### src/mrhd_pkg.sv
// ============================================================================
// mrhd_pkg - shared types and constants for the ramped h-bridge drive
// Item structs, level constants, register indexes and reset values.
// ============================================================================
package mrhd_pkg;

    localparam int LEVEL_W = 12;
    localparam int DUTY_W  = 8;
    localparam int CFG_W   = 12;
    localparam int CFG_IDX_W = 2;
    localparam int TICK_W  = 9;
    localparam int MAG_W   = 11;
    localparam int PROD_W  = MAG_W + DUTY_W;

    localparam logic [LEVEL_W-1:0] CENTER_LEVEL = 12'd2047;
    localparam logic [LEVEL_W-1:0] FWD_OFFSET   = 12'd2048;
    localparam logic [LEVEL_W-1:0] REV_OFFSET   = 12'd2046;
    localparam logic [PROD_W-1:0]  FWD_DIVISOR  = 19'd2047;
    localparam logic [PROD_W-1:0]  REV_DIVISOR  = 19'd2046;

    // configuration register indexes
    localparam logic [CFG_IDX_W-1:0] REG_DEAD_BAND      = 2'd0;
    localparam logic [CFG_IDX_W-1:0] REG_MAX_DUTY       = 2'd1;
    localparam logic [CFG_IDX_W-1:0] REG_SLEW_STEP      = 2'd2;
    localparam logic [CFG_IDX_W-1:0] REG_INTERVAL_TICKS = 2'd3;

    localparam logic [LEVEL_W-1:0] DEAD_BAND_RST      = 12'd100;
    localparam logic [DUTY_W-1:0]  MAX_DUTY_RST       = 8'd255;
    localparam logic [LEVEL_W-1:0] SLEW_STEP_RST      = 12'd15;
    localparam logic [7:0]         INTERVAL_TICKS_RST = 8'd5;

    typedef struct packed {
        logic               func;
        logic [LEVEL_W-1:0] command_value;
    } drive_in_t;

    typedef struct packed {
        logic               drive_forward;
        logic               drive_reverse;
        logic [DUTY_W-1:0]  duty;
        logic [LEVEL_W-1:0] present_value;
    } drive_out_t;

    // level after the ramp update, and whether the drive outputs follow it
    typedef struct packed {
        logic [LEVEL_W-1:0] level;
        logic               recompute;
    } ramp_item_t;

endpackage

### src/motor_ramp_hbridge_drive_top.sv
// ============================================================================
// motor_ramp_hbridge_drive_top - slew-limited h-bridge drive
// Ramps a motor level toward a commanded target and derives bridge signals.
// ============================================================================
// Usage:
//   s_valid/s_ready/s_data take one item per handshake: func 0 sets a new
//   target from command_value (stop zone applied), func 1 is a 1 ms tick
//   that may advance the ramp. Every item returns exactly one result item
//   on m_valid/m_ready/m_data with the direction bits, duty and level.
//   One item can be taken every cycle while s_ready is high. The path is
//   ramp register, multiply register and result register; the duty divide
//   is a shift plus one compare-subtract. When the receiver stalls, each
//   stage holds and s_ready drops only once all three stages are full, so
//   items keep entering while a result waits.
//   cfg_wr_en/cfg_addr/cfg_wdata write one of the four control registers
//   per write; write them only while no item is in flight.
//   Synchronous active-low reset puts the level and target at center, the
//   tick counter at zero, the drive at coast and the registers at defaults.
// ============================================================================
module motor_ramp_hbridge_drive_top (
    input  logic                            aclk,
    input  logic                            aresetn,
    input  logic                            s_valid,
    output logic                            s_ready,
    input  mrhd_pkg::drive_in_t             s_data,
    output logic                            m_valid,
    input  logic                            m_ready,
    output mrhd_pkg::drive_out_t            m_data,
    input  logic                            cfg_wr_en,
    input  logic [mrhd_pkg::CFG_IDX_W-1:0]  cfg_addr,
    input  logic [mrhd_pkg::CFG_W-1:0]      cfg_wdata
);
    import mrhd_pkg::*;

    logic [LEVEL_W-1:0] dead_band_reg;
    logic [DUTY_W-1:0]  max_duty_reg;
    logic [LEVEL_W-1:0] slew_step_reg;
    logic [7:0]         interval_ticks_reg;

    logic               ramp_valid;
    logic               ramp_ready;
    ramp_item_t         ramp_item;

    always_ff @(posedge aclk) begin
        if (!aresetn) begin
            dead_band_reg      <= DEAD_BAND_RST;
            max_duty_reg       <= MAX_DUTY_RST;
            slew_step_reg      <= SLEW_STEP_RST;
            interval_ticks_reg <= INTERVAL_TICKS_RST;
        end else if (cfg_wr_en) begin
            case (cfg_addr)
                REG_DEAD_BAND: begin
                    dead_band_reg <= cfg_wdata[LEVEL_W-1:0];
                end
                REG_MAX_DUTY: begin
                    max_duty_reg <= cfg_wdata[DUTY_W-1:0];
                end
                REG_SLEW_STEP: begin
                    slew_step_reg <= cfg_wdata[LEVEL_W-1:0];
                end
                REG_INTERVAL_TICKS: begin
                    interval_ticks_reg <= cfg_wdata[7:0];
                end
                default: begin
                end
            endcase
        end
    end

    mrhd_ramp u_ramp (
        .aclk           (aclk),
        .aresetn        (aresetn),
        .s_valid        (s_valid),
        .s_ready        (s_ready),
        .s_data         (s_data),
        .dead_band      (dead_band_reg),
        .slew_step      (slew_step_reg),
        .interval_ticks (interval_ticks_reg),
        .o_valid        (ramp_valid),
        .o_ready        (ramp_ready),
        .o_item         (ramp_item)
    );

    mrhd_duty u_duty (
        .aclk     (aclk),
        .aresetn  (aresetn),
        .i_valid  (ramp_valid),
        .i_ready  (ramp_ready),
        .i_item   (ramp_item),
        .max_duty (max_duty_reg),
        .m_valid  (m_valid),
        .m_ready  (m_ready),
        .m_data   (m_data)
    );

endmodule

### src/mrhd_ramp.sv
// ============================================================================
// mrhd_ramp - target capture, tick counter and slew-limited level
// Updates the ramp state for each item and registers the resulting level.
// ============================================================================
module mrhd_ramp (
    input  logic                          aclk,
    input  logic                          aresetn,
    input  logic                          s_valid,
    output logic                          s_ready,
    input  mrhd_pkg::drive_in_t           s_data,
    input  logic [mrhd_pkg::LEVEL_W-1:0]  dead_band,
    input  logic [mrhd_pkg::LEVEL_W-1:0]  slew_step,
    input  logic [7:0]                    interval_ticks,
    output logic                          o_valid,
    input  logic                          o_ready,
    output mrhd_pkg::ramp_item_t          o_item
);
    import mrhd_pkg::*;

    logic [LEVEL_W-1:0] target_reg, target_next;
    logic [LEVEL_W-1:0] current_reg, current_next;
    logic [TICK_W-1:0]  count_reg, count_next;
    logic               valid_reg;
    ramp_item_t         item_reg;

    logic               accept;
    logic [LEVEL_W-1:0] cmd_offset;
    logic [TICK_W-1:0]  count_inc;
    logic               step_due;
    logic               up;
    logic [LEVEL_W-1:0] gap;
    logic [LEVEL_W-1:0] moved;

    assign s_ready = !valid_reg || o_ready;
    assign accept  = s_valid && s_ready;

    always_comb begin
        cmd_offset = (s_data.command_value >= CENTER_LEVEL) ?
                     s_data.command_value - CENTER_LEVEL :
                     CENTER_LEVEL - s_data.command_value;

        count_inc = count_reg + {{(TICK_W-1){1'b0}}, 1'b1};
        step_due  = count_inc > {1'b0, interval_ticks};

        // move by one step, landing on the target when the gap is smaller
        up  = current_reg < target_reg;
        gap = up ? target_reg - current_reg : current_reg - target_reg;
        if (slew_step >= gap) begin
            moved = target_reg;
        end else if (up) begin
            moved = current_reg + slew_step;
        end else begin
            moved = current_reg - slew_step;
        end

        target_next  = target_reg;
        current_next = current_reg;
        count_next   = count_reg;
        if (accept) begin
            if (!s_data.func) begin
                target_next = (cmd_offset < dead_band) ? CENTER_LEVEL : s_data.command_value;
            end else if (step_due) begin
                count_next   = '0;
                current_next = moved;
            end else begin
                count_next = count_inc;
            end
        end
    end

    always_ff @(posedge aclk) begin
        if (!aresetn) begin
            target_reg  <= CENTER_LEVEL;
            current_reg <= CENTER_LEVEL;
            count_reg   <= '0;
            valid_reg   <= 1'b0;
        end else begin
            target_reg  <= target_next;
            current_reg <= current_next;
            count_reg   <= count_next;
            if (s_ready) begin
                valid_reg <= s_valid;
            end
        end
        if (accept) begin
            item_reg.level     <= current_next;
            item_reg.recompute <= s_data.func && step_due;
        end
    end

    assign o_valid = valid_reg;
    assign o_item  = item_reg;

endmodule

### src/mrhd_duty.sv
// ============================================================================
// mrhd_duty - direction and duty from the ramped level
// Scales the level offset by max_duty, divides by the span, holds outputs.
// ============================================================================
module mrhd_duty (
    input  logic                          aclk,
    input  logic                          aresetn,
    input  logic                          i_valid,
    output logic                          i_ready,
    input  mrhd_pkg::ramp_item_t          i_item,
    input  logic [mrhd_pkg::DUTY_W-1:0]   max_duty,
    output logic                          m_valid,
    input  logic                          m_ready,
    output mrhd_pkg::drive_out_t          m_data
);
    import mrhd_pkg::*;

    // product stage
    logic               prod_valid_reg;
    logic [PROD_W-1:0]  prod_reg;
    logic               fwd_reg;
    logic               rev_reg;
    logic [LEVEL_W-1:0] level_reg;
    logic               recompute_reg;

    // result stage
    logic               out_valid_reg;
    drive_out_t         out_reg;
    logic               held_forward_reg;
    logic               held_reverse_reg;
    logic [DUTY_W-1:0]  held_duty_reg;

    logic               out_ready;
    logic               fwd;
    logic               rev;
    logic [LEVEL_W-1:0] offset;
    logic [MAG_W-1:0]   mag;
    logic [DUTY_W-1:0]  quot;
    logic [PROD_W-1:0]  divisor;
    logic [PROD_W-1:0]  quot_times_div;
    logic [PROD_W-1:0]  rem;
    logic [DUTY_W-1:0]  duty_new;

    assign out_ready = !out_valid_reg || m_ready;
    assign i_ready   = !prod_valid_reg || out_ready;

    always_comb begin
        fwd    = i_item.level > CENTER_LEVEL;
        rev    = i_item.level < CENTER_LEVEL;
        offset = '0;
        if (fwd) begin
            offset = i_item.level - FWD_OFFSET;
        end else if (rev) begin
            offset = REV_OFFSET - i_item.level;
        end
        mag = offset[MAG_W-1:0];
    end

    // quotient by 2048 is at most one below the quotient by 2047 or 2046
    always_comb begin
        quot           = prod_reg[PROD_W-1:MAG_W];
        divisor        = fwd_reg ? FWD_DIVISOR : REV_DIVISOR;
        quot_times_div = {quot, {MAG_W{1'b0}}} -
                         (fwd_reg ? {{MAG_W{1'b0}}, quot} : {{(MAG_W-1){1'b0}}, quot, 1'b0});
        rem            = prod_reg - quot_times_div;
        duty_new       = quot + {{(DUTY_W-1){1'b0}}, (rem >= divisor)};
    end

    always_ff @(posedge aclk) begin
        if (!aresetn) begin
            prod_valid_reg   <= 1'b0;
            out_valid_reg    <= 1'b0;
            held_forward_reg <= 1'b0;
            held_reverse_reg <= 1'b0;
            held_duty_reg    <= '0;
        end else begin
            if (i_ready) begin
                prod_valid_reg <= i_valid;
            end
            if (out_ready) begin
                out_valid_reg <= prod_valid_reg;
            end
            if (prod_valid_reg && out_ready && recompute_reg) begin
                held_forward_reg <= fwd_reg;
                held_reverse_reg <= rev_reg;
                held_duty_reg    <= duty_new;
            end
        end
        if (i_valid && i_ready) begin
            prod_reg      <= PROD_W'(mag) * PROD_W'(max_duty);
            fwd_reg       <= fwd;
            rev_reg       <= rev;
            level_reg     <= i_item.level;
            recompute_reg <= i_item.recompute;
        end
        if (prod_valid_reg && out_ready) begin
            out_reg.present_value <= level_reg;
            if (recompute_reg) begin
                out_reg.drive_forward <= fwd_reg;
                out_reg.drive_reverse <= rev_reg;
                out_reg.duty          <= duty_new;
            end else begin
                out_reg.drive_forward <= held_forward_reg;
                out_reg.drive_reverse <= held_reverse_reg;
                out_reg.duty          <= held_duty_reg;
            end
        end
    end

    assign m_valid = out_valid_reg;
    assign m_data  = out_reg;

endmodule
### config.mk
export PLATFORM = sky130hd
export DESIGN_NAME = motor_ramp_hbridge_drive_top
export DESIGN_NICKNAME = d
export VERILOG_FILES = /design/src/mrhd_pkg.sv /design/src/motor_ramp_hbridge_drive_top.sv /design/src/mrhd_ramp.sv /design/src/mrhd_duty.sv
export SDC_FILE = /design/constraint.sdc
export NUM_CORES = 1
export LEC_CHECK = 0
export BUFFER_PORTS_ARGS = -buffer_cell sky130_fd_sc_hd__buf_2
export CORE_AREA = 2 2 154 156
export CTS_BUF_LIST = sky130_fd_sc_hd__clkbuf_8
export DETAILED_ROUTE_END_ITERATION = 10
export DIE_AREA = 0 0 156 158
export PLACE_DENSITY = 0.73
export SYNTH_ARGS = -nofsm -noshare
export SYNTH_HDL_FRONTEND = slang
export SYNTH_SLANG_ARGS = --single-unit
### constraint.sdc
create_clock -name aclk -period 6.4 [get_ports aclk]
set_input_delay 0.96 -clock aclk [delete_from_list [all_inputs] [get_ports aclk]]
set_output_delay 0.96 -clock aclk [all_outputs]
set_load 0.02 [all_outputs]
-- Word-level counts from Yosys, hierarchy flattened
Index checks and enable logic that the tools add are counted.
- register bits after elaboration: 155
- output and inout port bits: 24
- word-level logic and storage cells: 81
- bitwise logic cells: 1
- $mul: 1
- multiplexer cells: 14
- add/sub/neg operators: 12
- $lt $le $gt $ge: 8
- eq/ne operators: 3
- reduce and logical (&&, ||, !) cells: 18
- operator list (kind ; count):
    12-bit two-way mux ; 8
    19-bit subtractor ; 2
    12-bit subtractor ; 3
    12-bit < comparator ; 2
    11-bit two-way mux ; 2
    19-bit greater-or-equal comparator ; 1
    11-bit by 8-bit multiplier with 19-bit output ; 1
    9-bit two-way mux ; 2
    12-bit adder ; 1
    12-bit by 11-bit greater-or-equal comparator with 1-bit output, second input constant ; 1
    12-bit greater-or-equal comparator ; 1
    12-bit by 11-bit > comparator with 1-bit output, second input constant ; 1
    12-bit by 11-bit < comparator with 1-bit output, second input constant ; 1
    2-bit AND reduction ; 6
    11-bit by 12-bit subtractor with 12-bit output, first input constant ; 1
    12-bit by 11-bit subtractor with 12-bit output, second input constant ; 1
    11-bit by 1-bit subtractor with 11-bit output, second input constant ; 1
    11-bit subtractor, first input constant ; 1
    10-bit two-way mux ; 1
    9-bit by 1-bit adder with 9-bit output, second input constant ; 1
    9-bit by 8-bit > comparator with 1-bit output ; 1
    8-bit by 1-bit adder with 8-bit output ; 1
    1-bit logical AND ; 5
    2-bit equality test, second input constant ; 2
    other kinds (6) ; 10

-- Longest topological paths before layout
- depth after elaboration: 7
- gate-level depth with buffers: 23
- depth with buffers taken out: 22

-- Hierarchy
A second synthesis with hierarchy kept.
- cell total of the unflattened synthesis: 1352
- area total of the unflattened synthesis: 12478.2 sq um
- modules (own cells, without submodules) (module ; seq. area each (sq um) ; times used ; area each (sq um) ; cells each):
    mrhd_duty ; 1921.8 ; 1 ; 6185.9 ; 610
    mrhd_ramp ; 1071.0 ; 1 ; 4710.8 ; 588
    motor_ramp_hbridge_drive_top ; 800.8 ; 1 ; 1581.5 ; 154

-- Least setup slack after synthesis
Ideal clock, no wire load.
- path kind: register -> register
- from: register u_ramp.item_reg, in the netlist u_ramp.o_item[3]
- to: register u_duty.prod_reg[18], data pin
- arrival time: 5.460 ns
- path buffers: 1
- clock period less this slack: 5.729 ns
- setup time: 0.270 ns
- setup slack: 0.671 ns
- data required time: 6.130 ns
- stages on the path, launching flop included: 22
- cells stage by stage: edfxtp_1 > and3_1 > and4_1 > and2_1 > clkbuf_1 > nor2_1 > and2_1 > fa_1 > inv_1 > fa_1 > inv_1 > fa_1 > inv_1 > fa_1 > inv_1 > ha_1 > a2111o_1 > o21bai_1 > a311oi_1 > o21ai_0 > a2111oi_0 > nor3b_1
- longest elaborated chain between the ends: 4
- elaborated cells between the ends (all ways): 7
- ends and longest elaborated chain (what ; RTL line ; text):
    start: declaration ; mrhd_ramp.sv:24 ; ramp_item_t item_reg;
    11-bit subtractor or 12-bit by 11-bit < comparator with 1-bit output (tied branches) ; mrhd_duty.sv:54, mrhd_duty.sv:49 ;
    11-bit two-way mux ; mrhd_duty.sv:53 ; end else if (rev) begin
    11-bit two-way mux * ; mrhd_duty.sv:51 ; if (fwd) begin
    11-bit by 8-bit multiplier with 19-bit output * ; mrhd_duty.sv:90 ; prod_reg <= PROD_W'(mag) * PROD_W'(max_duty);
    end signal: assignment ; mrhd_duty.sv:90 ;
    end: declaration ; mrhd_duty.sv:20 ; logic [PROD_W-1:0] prod_reg;
Mark *: on every way between the ends. The rest lies on a longest branch, timed or not.
A chain may end at the register's enable or synchronous reset.

-- Final worst setup path
- from: register u_ramp.item_reg, in the netlist u_ramp.o_item[5]
- to: register u_duty.prod_reg[18], data pin
The elaborated chain is that of the path after synthesis.

==> metrics.txt <==
status complete, no violations; worst min path class register to register; I/O pins 56; most frequent cell after synthesis inv_1; most used routing layer met2; Die Span Y roughly 160 um; Top cell by count, worst path fa_1; Pint 4.02 mW; filler instances a little over 2000; RSZ-0062 raised after global routing false; number of global-route vias before repair between 9000 and 10000; HP Start u_duty.level_reg[9]; async set-reset flop share out of synthesis 0; final cell count without fillers around 1700; Area contributors post-synth edfxtp_1 17%, dfxtp_1 14%, ha_1 13%; post-synthesis cell type count 68; fin. max-slew vios 0; Worst-path clk slew ~100 ps; die width 156 um; RR Endpoint u_duty.prod_reg[18]; share of cells above drive strength 1 0.0948; Critical Path RT ~6600 ps; Peak VDD IR 0.545 mV; met2 Use GR 0.403; CP max stage cell fa_1; max FFs per register 22; core area 23100 sq um; combinational share of power 0.707; Residual DRC 0; Reg2Reg Depth 19; Cells after DPL 1672; die area 24600 sq um; Final #Nets 1622; synthesized flop and latch total 155; hold slack between 400 and 500 ps; Reg area between 3000 and 4000 sq um; R2R Path Start u_ramp.o_item[5]; Max-Cap Viols 0; Hold Path Depth 0; area of the multi-input gates 7900 sq um; clock share of power 0.098; Total GRT Usage 0.228; synthesized area 12400 sq um; Bufs on Longest Clock Path 2; CTS Buf Count 17; grt ovf 0; worst skew pair latency 460 ps; average cell area after synthesis 9.09 sq um; Synth-to-Final Area Change 7.63%; Rows 56; setup violators final 0; sequential power share 0.196; synth cell count leaders 150 x inv_1, 147 x nand2_1, 132 x ha_1; R2R Setup Slk 420 ps; WS Path Type register to register; Post-DRT Antenna Nets 0; Net Sw Frac 0.462; Synth Instances 1368; total wire length 27200 um; Critical Path AT 6180 ps; M1 GR Usage 0.289; CP cell instances and3_1, a31oi_1, nor2_1, xor2_1, nor2_2, and2_1, fa_1, inv_1, fa_1, fa_1, fa_1, inv_1, ha_1, a2111o_1, o21bai_1, a311oi_1, o21ai_0, a2111oi_0, nor3b_1; # clock sinks 155; slowest cell delay on critical path about 540 ps; Ys Warns 0; Antenna Cells 0; initial antenna violation count 0; ys flop type dfxtp_1; I/O Buffers 55; fmax between 150 and 200 MHz; GPL Wtd Cong a little over 0.9; Final Cycle Share 0.935; PwrDens 558 nW/um^2; post-synthesis sequential area ratio 0.305; Synth top area share 0.167; WHS Endpoint u_duty.m_data[9]; P_sw roughly 3.5 mW; global-route wire length before repair between 40000 and 50000 um; total negative slack 0 ps; worst-margin pin slew 1090 ps; Post-synth EDFFs 69; clk root buf clkbuf_8; Initial DRT Pass Iterations 5; syn_nets 1589; TritonCTS clock tree built; fin crit period between 5000 and 6000 ps; dominant cell type by area after synthesis edfxtp_1; static leakage 5.97 nW; DR WL/cell ~16 um; max_slew headroom 0.272; M3 GR Usage 0.0367; crit path capture type register; Startpoint Class register; Fin. Hold Viols 0; htree depth 4; largest net degree at the start of global routing 78; Worst Path Max Fanout 8; Fin Clk Skew 16.7 ps; vias per cell 5.64; starting density of the core 0.539; initial drt markers between 500 and 600; vias post-DR 9617; hpwl dp 21500 um
## metal layers
| layer | up-vias | routed length (um) |
|---|---|---|
| met3 | 35 | 1080 |
| met4 | 0 | 475 |
| met2 | 227 | 13500 |
| met5 | - | 0 |
| li1 | 4788 | - |
| met1 | 4567 | 12100 |
## placed cells by master (no fill, tap or decap), drive strengths merged, types with 11 or more instances in the layout
master | Yosys | routed
nand4 | 12 | 12
nand2 | 147 | 147
xor2 | 29 | 29
dfxtp | 86 | 86
and2 | 76 | 76
nor3 | 23 | 23
ha | 132 | 132
edfxtp | 69 | 69
nor2b | 19 | 19
a21boi | 35 | 35
fa | 57 | 57
nand3 | 26 | 26
o21ai | 59 | 59
a21o | 21 | 21
buf | 13 | 67
o22a | 11 | 11
a21oi | 56 | 56
mux2i | 16 | 16
and3 | 18 | 18
a31oi | 12 | 12
nor2 | 69 | 69
inv | 150 | 158
o211ai | 22 | 22
clkbuf | 40 | 18
o21a | 15 | 15
xnor2 | 49 | 49
## timing repair
item | CTS | global route
gates resized for setup | 0 | 10
buffers inserted | 0 | 0
setup endpoints to repair | 0 | 1
hold buffers | 0 | 0
## power groups by stage
stage	Clock, mW	Sequential, mW	Combinational (mW)
2_1_floorplan	0	1.46	4.20
3_3_place_gp	0	1.48	5.13
3_5_place_dp	0	1.48	5.28
4_1_cts	0.742	1.46	5.32
5_1_grt	0.784	1.48	6.06
6_report	0.729	1.46	5.28
## logic make-up after synthesis
family / Yosys count / synth area share
AOI/OAI and AO/OA: 290 / 0.161
adders and majority gates: 189 / 0.225
buffers and inverters: 203 / 0.0629
and+or+nand+nor: 432 / 0.173
xor gates and xnor gates: 78 / 0.0549
muxes: 21 / 0.0177
DFF: 155 / 0.305
## layout make-up
cell class                      count  area share
Tap cell                          290      0.0271
Timing Repair Buffer               67      0.0273
Inverter                          150      0.0421
Clock buffer                       18      0.0185
Clock inverter                     14      0.0112
Sequential cell                   155       0.283
Multi-Input combinational cell   1010       0.590
## critical path, delay by kind of cell (launching register included)
kind / cells / cell delay (ps)
AOI/OAI and AO/OA: 6 / 1870
xor gates and xnor gates: 1 / 160
adders and majority gates: 5 / 2260
buffers and inverters: 2 / 120
DFF: 1 / 440
and+or+nand+nor: 5 / 860
## per-stage QoR
| step | cell area, sq um | utilization | setup WS, ps | total power [mW] |
|---|---|---|---|---|
| 6_report | 13400 | 0.581 | 416 | 7.47 |
| 5_1_grt | 13400 | 0.581 | 20.6 | 8.32 |
| 4_1_cts | 13400 | 0.579 | 211 | 7.53 |
| 3_5_place_dp | 13000 | 0.562 | 237 | 6.76 |
| 3_3_place_gp | 13000 | 0.562 | 426 | 6.61 |
| 2_1_floorplan | 12400 | - | 671 | 5.66 |
## worst max path at each step
stage	slack (ps)	start	end
2_1_floorplan	670	u_ramp.o_item[3]	u_duty.prod_reg[18]
5_1_grt	20	u_ramp.o_item[3]	u_duty.prod_reg[18]
3_3_place_gp	430	u_ramp.o_item[4]	u_duty.prod_reg[18]
4_1_cts	210	u_ramp.o_item[5]	u_duty.prod_reg[18]
6_report	420	u_ramp.o_item[5]	u_duty.prod_reg[18]
3_5_place_dp	240	u_ramp.o_item[5]	u_duty.prod_reg[18]
Power figures use the tool's default switching activity.
